File: src/rtl/uep_seq_pkg.sv
// ----------------------------------------------------------------------------
// uep_seq_pkg
// Shared types, register indexes and reset values of the ranging sequencer.
// ----------------------------------------------------------------------------
package uep_seq_pkg;

	// Register indexes on the configuration port
	localparam logic [2:0] REG_TRIG_LOW   = 3'd0;
	localparam logic [2:0] REG_TRIG_HIGH  = 3'd1;
	localparam logic [2:0] REG_TIMEOUT    = 3'd2;
	localparam logic [2:0] REG_COUNT_CAP  = 3'd3;
	localparam logic [2:0] REG_NEAR_LOW   = 3'd4;
	localparam logic [2:0] REG_NEAR_HIGH  = 3'd5;
	localparam logic [2:0] REG_PAUSE      = 3'd6;

	// Reset values of the registers
	localparam logic [15:0] RST_TRIG_LOW  = 16'd40;
	localparam logic [15:0] RST_TRIG_HIGH = 16'd400;
	localparam logic [19:0] RST_TIMEOUT   = 20'd500000;
	localparam logic [19:0] RST_COUNT_CAP = 20'd100000;
	localparam logic [19:0] RST_NEAR_LOW  = 20'd10;
	localparam logic [19:0] RST_NEAR_HIGH = 20'd5000;
	localparam logic [23:0] RST_PAUSE     = 24'd4000000;

	localparam int CFG_IDX_W  = 3;
	localparam int CFG_DATA_W = 24;
	localparam int IN_DATA_W  = 8;
	localparam int OUT_DATA_W = 24;

	typedef enum logic [4:0] {
		PH_TRIG_LOW  = 5'b00001,
		PH_TRIG_HIGH = 5'b00010,
		PH_WAIT      = 5'b00100,
		PH_MEASURE   = 5'b01000,
		PH_PAUSE     = 5'b10000
	} phase_t;

	typedef struct packed {
		logic [19:0] echo_count;
		logic        measure_done;
		logic        near_flag;
		logic        trigger_level;
	} result_t;

endpackage

File: src/rtl/ultrasonic_echo_proximity_sequencer_core.sv
// ----------------------------------------------------------------------------
// ultrasonic_echo_proximity_sequencer_core
// Tick-driven ultrasonic ranging sequencer with held proximity flag.
// ----------------------------------------------------------------------------
// Output: each accepted input transaction has its result in the output
//   register from the next cycle on.
// Throughput: one transaction per cycle; s_axis_tready drops only while a
//   result waits in the output register and the sink does not take it.
// Reset: arst_n clears phase to trigger low, all counters, the held flag and
//   count, and loads the registers with their documented defaults.
// ----------------------------------------------------------------------------
module ultrasonic_echo_proximity_sequencer_core (
	input  logic        clk,
	input  logic        arst_n,
	// slave stream: tdata[0] echo_level, tdata[7:1] zero
	input  logic        s_axis_tvalid,
	output logic        s_axis_tready,
	input  logic [7:0]  s_axis_tdata,
	// master stream: tdata[0] trigger_level, [1] near_flag, [2] measure_done,
	// [22:3] echo_count, [23] zero
	output logic        m_axis_tvalid,
	input  logic        m_axis_tready,
	output logic [23:0] m_axis_tdata,
	// configuration write channel
	input  logic        cfg_valid,
	output logic        cfg_ready,
	input  logic [2:0]  cfg_index,
	input  logic [23:0] cfg_data
);

	// Configuration registers
	logic [15:0] trig_low_q;
	logic [15:0] trig_high_q;
	logic [19:0] timeout_q;
	logic [19:0] count_cap_q;
	logic [19:0] near_low_q;
	logic [19:0] near_high_q;
	logic [23:0] pause_q;

	// Sequencer state
	uep_seq_pkg::phase_t phase_q, phase_d;
	logic [23:0] phase_ticks_q, phase_ticks_d;
	logic [19:0] high_count_q, high_count_d;
	logic        near_q, near_d;
	logic [19:0] last_count_q, last_count_d;

	// Output register
	logic                  out_valid_q;
	uep_seq_pkg::result_t  out_q;

	logic        in_fire;
	logic        echo;
	logic        trig;
	logic        done;
	logic [23:0] ticks_inc;
	logic [23:0] timed_len;
	logic        timed_end;
	logic [19:0] fin_count;
	logic        finish;

	// Writes are always accepted
	assign cfg_ready = 1'b1;

	always_ff @(posedge clk or negedge arst_n) begin
		if (!arst_n) begin
			trig_low_q  <= uep_seq_pkg::RST_TRIG_LOW;
			trig_high_q <= uep_seq_pkg::RST_TRIG_HIGH;
			timeout_q   <= uep_seq_pkg::RST_TIMEOUT;
			count_cap_q <= uep_seq_pkg::RST_COUNT_CAP;
			near_low_q  <= uep_seq_pkg::RST_NEAR_LOW;
			near_high_q <= uep_seq_pkg::RST_NEAR_HIGH;
			pause_q     <= uep_seq_pkg::RST_PAUSE;
		end else if (cfg_valid && cfg_ready) begin
			case (cfg_index)
				uep_seq_pkg::REG_TRIG_LOW:  trig_low_q  <= cfg_data[15:0];
				uep_seq_pkg::REG_TRIG_HIGH: trig_high_q <= cfg_data[15:0];
				uep_seq_pkg::REG_TIMEOUT:   timeout_q   <= cfg_data[19:0];
				uep_seq_pkg::REG_COUNT_CAP: count_cap_q <= cfg_data[19:0];
				uep_seq_pkg::REG_NEAR_LOW:  near_low_q  <= cfg_data[19:0];
				uep_seq_pkg::REG_NEAR_HIGH: near_high_q <= cfg_data[19:0];
				uep_seq_pkg::REG_PAUSE:     pause_q     <= cfg_data;
				default: ; // drop writes to unmapped indexes
			endcase
		end
	end

	// Take a new tick whenever the output register is free or being drained
	assign s_axis_tready = !out_valid_q || m_axis_tready;
	assign in_fire       = s_axis_tvalid && s_axis_tready;
	assign echo          = s_axis_tdata[0];

	// Shared tick counter for the timed phases; wraps at 24 bits
	assign ticks_inc = phase_ticks_q + 24'd1;

	always_comb begin
		case (phase_q)
			uep_seq_pkg::PH_TRIG_HIGH: timed_len = {8'd0, trig_high_q};
			uep_seq_pkg::PH_PAUSE:     timed_len = pause_q;
			default:                   timed_len = {8'd0, trig_low_q};
		endcase
	end

	always_comb begin
		phase_d       = phase_q;
		phase_ticks_d = phase_ticks_q;
		high_count_d  = high_count_q;
		trig          = 1'b0;
		done          = 1'b0;
		finish        = 1'b0;
		fin_count     = 20'd0;
		timed_end     = 1'b0;
		case (phase_q)
			uep_seq_pkg::PH_TRIG_HIGH: begin
				trig      = 1'b1;
				timed_end = ticks_inc >= timed_len;
				phase_ticks_d = timed_end ? 24'd0 : ticks_inc;
				if (timed_end) begin
					phase_d = uep_seq_pkg::PH_WAIT;
				end
			end
			uep_seq_pkg::PH_WAIT: begin
				// Timeout is checked before the echo is looked at
				if (phase_ticks_q >= {4'd0, timeout_q}) begin
					finish    = 1'b1;
					fin_count = 20'd0;
				end else if (echo) begin
					phase_d       = uep_seq_pkg::PH_MEASURE;
					phase_ticks_d = 24'd0;
					high_count_d  = 20'd0;
				end else begin
					phase_ticks_d = ticks_inc;
				end
			end
			uep_seq_pkg::PH_MEASURE: begin
				if (echo && (high_count_q < count_cap_q)) begin
					high_count_d = high_count_q + 20'd1;
				end else begin
					finish    = 1'b1;
					fin_count = high_count_q;
				end
			end
			uep_seq_pkg::PH_PAUSE: begin
				timed_end = ticks_inc >= timed_len;
				phase_ticks_d = timed_end ? 24'd0 : ticks_inc;
				if (timed_end) begin
					phase_d = uep_seq_pkg::PH_TRIG_LOW;
				end
			end
			uep_seq_pkg::PH_TRIG_LOW: begin
				timed_end = ticks_inc >= timed_len;
				phase_ticks_d = timed_end ? 24'd0 : ticks_inc;
				if (timed_end) begin
					phase_d = uep_seq_pkg::PH_TRIG_HIGH;
				end
			end
			default: begin
				// Unknown code restarts the trigger low phase from zero
				phase_d       = uep_seq_pkg::PH_TRIG_LOW;
				phase_ticks_d = 24'd1;
				timed_end     = 24'd1 >= timed_len;
				if (timed_end) begin
					phase_d       = uep_seq_pkg::PH_TRIG_HIGH;
					phase_ticks_d = 24'd0;
				end
			end
		endcase

		// Measurement end: latch count, evaluate window, go to pause
		last_count_d = last_count_q;
		near_d       = near_q;
		if (finish) begin
			done          = 1'b1;
			last_count_d  = fin_count;
			near_d        = (fin_count > near_low_q) && (fin_count < near_high_q);
			phase_d       = uep_seq_pkg::PH_PAUSE;
			phase_ticks_d = 24'd0;
			high_count_d  = 20'd0;
		end
	end

	// Advance the sequencer on every accepted tick
	always_ff @(posedge clk or negedge arst_n) begin
		if (!arst_n) begin
			phase_q       <= uep_seq_pkg::PH_TRIG_LOW;
			phase_ticks_q <= 24'd0;
			high_count_q  <= 20'd0;
			near_q        <= 1'b0;
			last_count_q  <= 20'd0;
		end else if (in_fire) begin
			phase_q       <= phase_d;
			phase_ticks_q <= phase_ticks_d;
			high_count_q  <= high_count_d;
			near_q        <= near_d;
			last_count_q  <= last_count_d;
		end
	end

	// Output register: hold the result until the sink takes the transaction
	always_ff @(posedge clk or negedge arst_n) begin
		if (!arst_n) begin
			out_valid_q <= 1'b0;
		end else if (in_fire) begin
			out_valid_q <= 1'b1;
		end else if (m_axis_tready) begin
			out_valid_q <= 1'b0;
		end
	end

	always_ff @(posedge clk) begin
		if (in_fire) begin
			out_q.trigger_level <= trig;
			out_q.near_flag     <= near_d;
			out_q.measure_done  <= done;
			out_q.echo_count    <= last_count_d;
		end
	end

	assign m_axis_tvalid = out_valid_q;
	assign m_axis_tdata  = {1'b0, out_q};

`ifndef SYNTHESIS
	// A finished measurement never shares its tick with a trigger pulse
	a_done_no_trig: assert property (@(posedge clk) disable iff (!arst_n)
		m_axis_tvalid |-> !(m_axis_tdata[2] && m_axis_tdata[0]))
		else $error("measure_done together with trigger_level");

	// Input stalls only behind a held result
	a_stall_cause: assert property (@(posedge clk) disable iff (!arst_n)
		!s_axis_tready |-> m_axis_tvalid)
		else $error("input stalled with empty output register");

	// Every accepted tick leaves a result behind
	a_fire_result: assert property (@(posedge clk) disable iff (!arst_n)
		in_fire |=> m_axis_tvalid)
		else $error("accepted tick produced no result");

	// A low-echo poll in the wait phase advances the poll counter by one
	a_wait_poll: assert property (@(posedge clk) disable iff (!arst_n)
		(in_fire && phase_q == uep_seq_pkg::PH_WAIT && phase_d == uep_seq_pkg::PH_WAIT)
		|=> phase_ticks_q == $past(phase_ticks_q) + 24'd1)
		else $error("wait phase poll count did not advance");
`endif

endmodule
File: config.mk
export PLATFORM = sky130hd
export DESIGN_NAME = ultrasonic_echo_proximity_sequencer_core
export DESIGN_NICKNAME = d
export VERILOG_FILES = /design/src/rtl/uep_seq_pkg.sv /design/src/rtl/ultrasonic_echo_proximity_sequencer_core.sv
export SDC_FILE = /design/constraint.sdc
export NUM_CORES = 1
export LEC_CHECK = 0
export BUFFER_PORTS_ARGS = -buffer_cell sky130_fd_sc_hd__buf_2
export CORE_MARGIN = 2
export CORE_UTILIZATION = 44
export DETAILED_ROUTE_END_ITERATION = 10
export GPL_TIMING_DRIVEN = 0
export PLACE_DENSITY = 0.62
export SYNTH_ARGS = -nofsm -noshare
export SYNTH_HDL_FRONTEND = slang
export SYNTH_SLANG_ARGS = --single-unit
File: constraint.sdc
create_clock -name clk -period 5.4 [get_ports clk]
set_input_delay 1.08 -clock clk [delete_from_list [all_inputs] [get_ports clk]]
set_output_delay 1.08 -clock clk [all_outputs]
set_load 0.01 [all_outputs]
==> impl_metrics.tcl <==
set metrics [dict create \
    syn_nets 1397 \
    num_vias 9763 \
    tritoncts "done" \
    grt_pass1_vias 9747 \
    synth_edf_count 23 \
    die-height_um 175 \
    ys_seq_area_share_pct 45.8 \
    gr-total-overflow 0 \
    num_antenna_cells 0 \
    power.density_nw_per_um2 386 \
    io_pins 67 \
    fmax_mhz 199 \
    start_util_pct 44.9 \
    met2_usage_pct 38.1 \
    die-width_um 175 \
    async_flop_share_pct 90.0 \
    post_drt_via_cell_ratio 5.60 \
    hpwlAfterDp_um 24700 \
    preCtsSetupSlack_ns -0.0923 \
    p_int_mw 3.77 \
    yosysWarnings 0 \
    clk_latency_ns 0.54 \
    die-area_um2 30700 \
    grt_use_met1_pct 30.9 \
    finalCritPeriodShare_pct 92.8 \
    status "complete, no violations" \
    grt_antenna_before_repair 2 \
    synth_area_um2 12900 \
    io_buffers 56 \
    ys_types 63 \
    fin_area_um2 14600 \
    routabilityCongestion 0.858 \
    htreeDepth 1 \
    syn_avg_cell_area_um2 10.3 \
    core_um2 28800 \
    grt_pass1_wl_um 54800 \
    cap_violations 0 \
    power_switching_mw 1.86 \
    gr-max-usage-layer "met2" \
    clock_skew_ns 0.0115 \
    cp.arrival_ns 5.46 \
    synthTopCellsByCount "174 x dfrtp_1, 104 x ha_1, 101 x mux2_2" \
    maxSlewHeadroom_pct 22.6 \
    synth_cells 1253 \
    cts-root-buf "clkbuf_16" \
    rows 62 \
    cts.sinks 230 \
    finalPower_mw 5.63 \
    yosys_register_bits 230 \
    finalSetupViolCount 0 \
    grtUsageTotal_pct 22.9 \
    nets 1482 \
    drt-total-wl_um 35000 \
    p_seq_share_pct 38.8 \
    cp_data_required_time_ns 5.85 \
    critPathLaunchType "flop" \
    leakagePower_nw 6.93 \
    synth.area.top_cells "dfrtp_1 34%, ha_1 10%, mux2_2 8.8%, dfstp_2 6.7%, edfxtp_1 5.3%" \
    numCtsBuffers 26 \
    cp_max_fo 10 \
    route.detailed.drc 0 \
    synth_top_area_share_pct 33.7 \
    finalCriticalPeriod_ns 5.01 \
    dpl_cell_area_um2 13700 \
    rsz0062_at_grt "no" \
    grt_use_met3_pct 2.66 \
    slew_violations 0 \
    comb_power_share_pct 29.2 \
    hold_viol 0 \
    p_clk_share_pct 32.0 \
    grt_max_degree 121 \
    clk_path_buf_depth 3 \
    synth_top_area_cell "dfrtp_1" \
    tightest_slew_ns 1.15 \
    vdd_ir_drop_max_uv 233 \
    crit_type "flop to flop" \
    synth_ff_type "dfrtp_1" \
    firstDrtPassIters 4 \
    synthToLayoutAreaGrowth_pct 13.0 \
    swShare_pct 33.1 \
    hp-class "flop to flop" \
    synth.most_common_cell "dfrtp_1" \
    worst_slack_ns 0.387 \
    clk_pin_slew_ns 0.06 \
    drtIter0Drc 764 \
    drive_gt1_share_pct 19.6 \
    drtAntennaViolNets 0 \
    wl_per_cell_um 20.1 \
    critPathCaptureType "flop" \
    hold_buffers 0 \
]
## layout by cell type, fill, tap and decap left out, drive strengths merged, types with 33 or more instances in the layout
cell type,n
inv,86
nand2,92
dfrtp,174
dfstp,33
clkbuf,81
ha,104
nor2,53
o21ai,100
a21o,35
buf,76
mux2,101
a21oi,68
## cell families (layout without fill, tap and decap cells)
kind of cell,Yosys count,count (layout),synth area share [%]
buffers and inverters,147,252,4.76
flip-flops,230,230,45.8
multiplexers,102,102,8.88
AND/OR/NAND/NOR,334,334,13.4
AO/OA/AOI/OAI,306,306,15.1
XOR/XNOR,28,28,1.90
other,2,2,0.0581
adder cells (fa/ha/maj),104,104,10.1
## worst paths after layout
path                       slack, ns                       endpoint                         start  depth (start not counted)
hold reg to reg                 0.48    last_count_q[0]$_DFFE_PN0P_   last_count_q[0]$_DFFE_PN0P_                          2
setup / recovery                0.39   phase_ticks_q[9]$_DFFE_PN0P_  phase_ticks_q[0]$_DFFE_PN0P_                         19
hold / removal                  0.48    last_count_q[0]$_DFFE_PN0P_   last_count_q[0]$_DFFE_PN0P_                          2
min in group asynchronous       0.51    last_count_q[6]$_DFFE_PN0P_                        arst_n                          1
max in group asynchronous       3.82  phase_ticks_q[12]$_DFFE_PN0P_                        arst_n                          2
setup reg to reg                0.39   phase_ticks_q[9]$_DFFE_PN0P_  phase_ticks_q[0]$_DFFE_PN0P_                         19
## registers in the layout, indices dropped and copies added (netlist names)
register and flops:
trig_high_q 16, count_cap_q 20, pause_q 24, last_count_q 20
timeout_q 20, phase_ticks_q 24, near_q 1, m_axis_tdata 23
high_count_q 20, near_low_q 20, phase_q 5, near_high_q 20
m_axis_tvalid 1, trig_low_q 16
## metal layers
metal  share of wire [%]  up-vias
met3                 4.0       71
met5                   0        -
li1                    -     4669
met4                 3.7        0
met1                  45     4817
met2                  48      206
## power by group through the flow
stage / clock network (mW) / logic (mW) / registers, mW
finish: 1.81 / 1.64 / 2.18
global placement: 0 / 1.56 / 2.20
global route: 1.90 / 1.82 / 2.21
floorplan: 0 / 1.14 / 2.17
detailed placement: 0 / 1.60 / 2.21
CTS: 1.84 / 1.63 / 2.18
## critical path, cell delays in order, from the launching register on
cell and delay [ns]:
dfrtp_1 0.46, ha_1 0.27, and3_1 0.20, and3_1 0.16, clkbuf_1 0.25, and3_1 0.28
and3_1 0.33, nand3_1 0.13, xnor2_1 0.24, ha_1 0.27, nand2_1 0.08, o21ai_0 0.16
a2111o_1 0.43, a211oi_2 0.28, o21ai_1 0.18, a2111oi_4 0.46, buf_4 0.28, buf_4 0.21
a21oi_1 0.08, a31oi_1 0.16
## stage by stage
stage / std cells / setup TNS [ns] / hold slack (ns) / utilization (%)
floorplan: 1253 / 0 / 0.450 / -
global placement: 1693 / -70.56 / 0.462 / 47.5
detailed placement: 1694 / -0.660 / 0.473 / 47.7
CTS: 1742 / 0 / 0.485 / 50.7
global route: 1742 / 0 / 0.508 / 50.7
finish: 1742 / 0 / 0.483 / 50.7
## final cells by class
cell class,instances,area [um^2]
Timing Repair Buffer,58,325
Fill cell,2672,14200
Clock buffer,39,771
Sequential cell,230,5910
Buffer,60,289
Clock inverter,9,97.6
Tap cell,384,480
Inverter,86,323
Multi-Input combinational cell,876,6400
## repair_timing
| item | 4_1_cts | 5_1_grt |
|---|---|---|
| endpoints found under the setup margin | 15 | 23 |
| pin swaps | 0 | 1 |
| gates resized for setup | 1 | 2 |
| setup buffers | 0 | 1 |
| hold endpoints to repair | 0 | 0 |
Power figures use the tool's default switching activity.
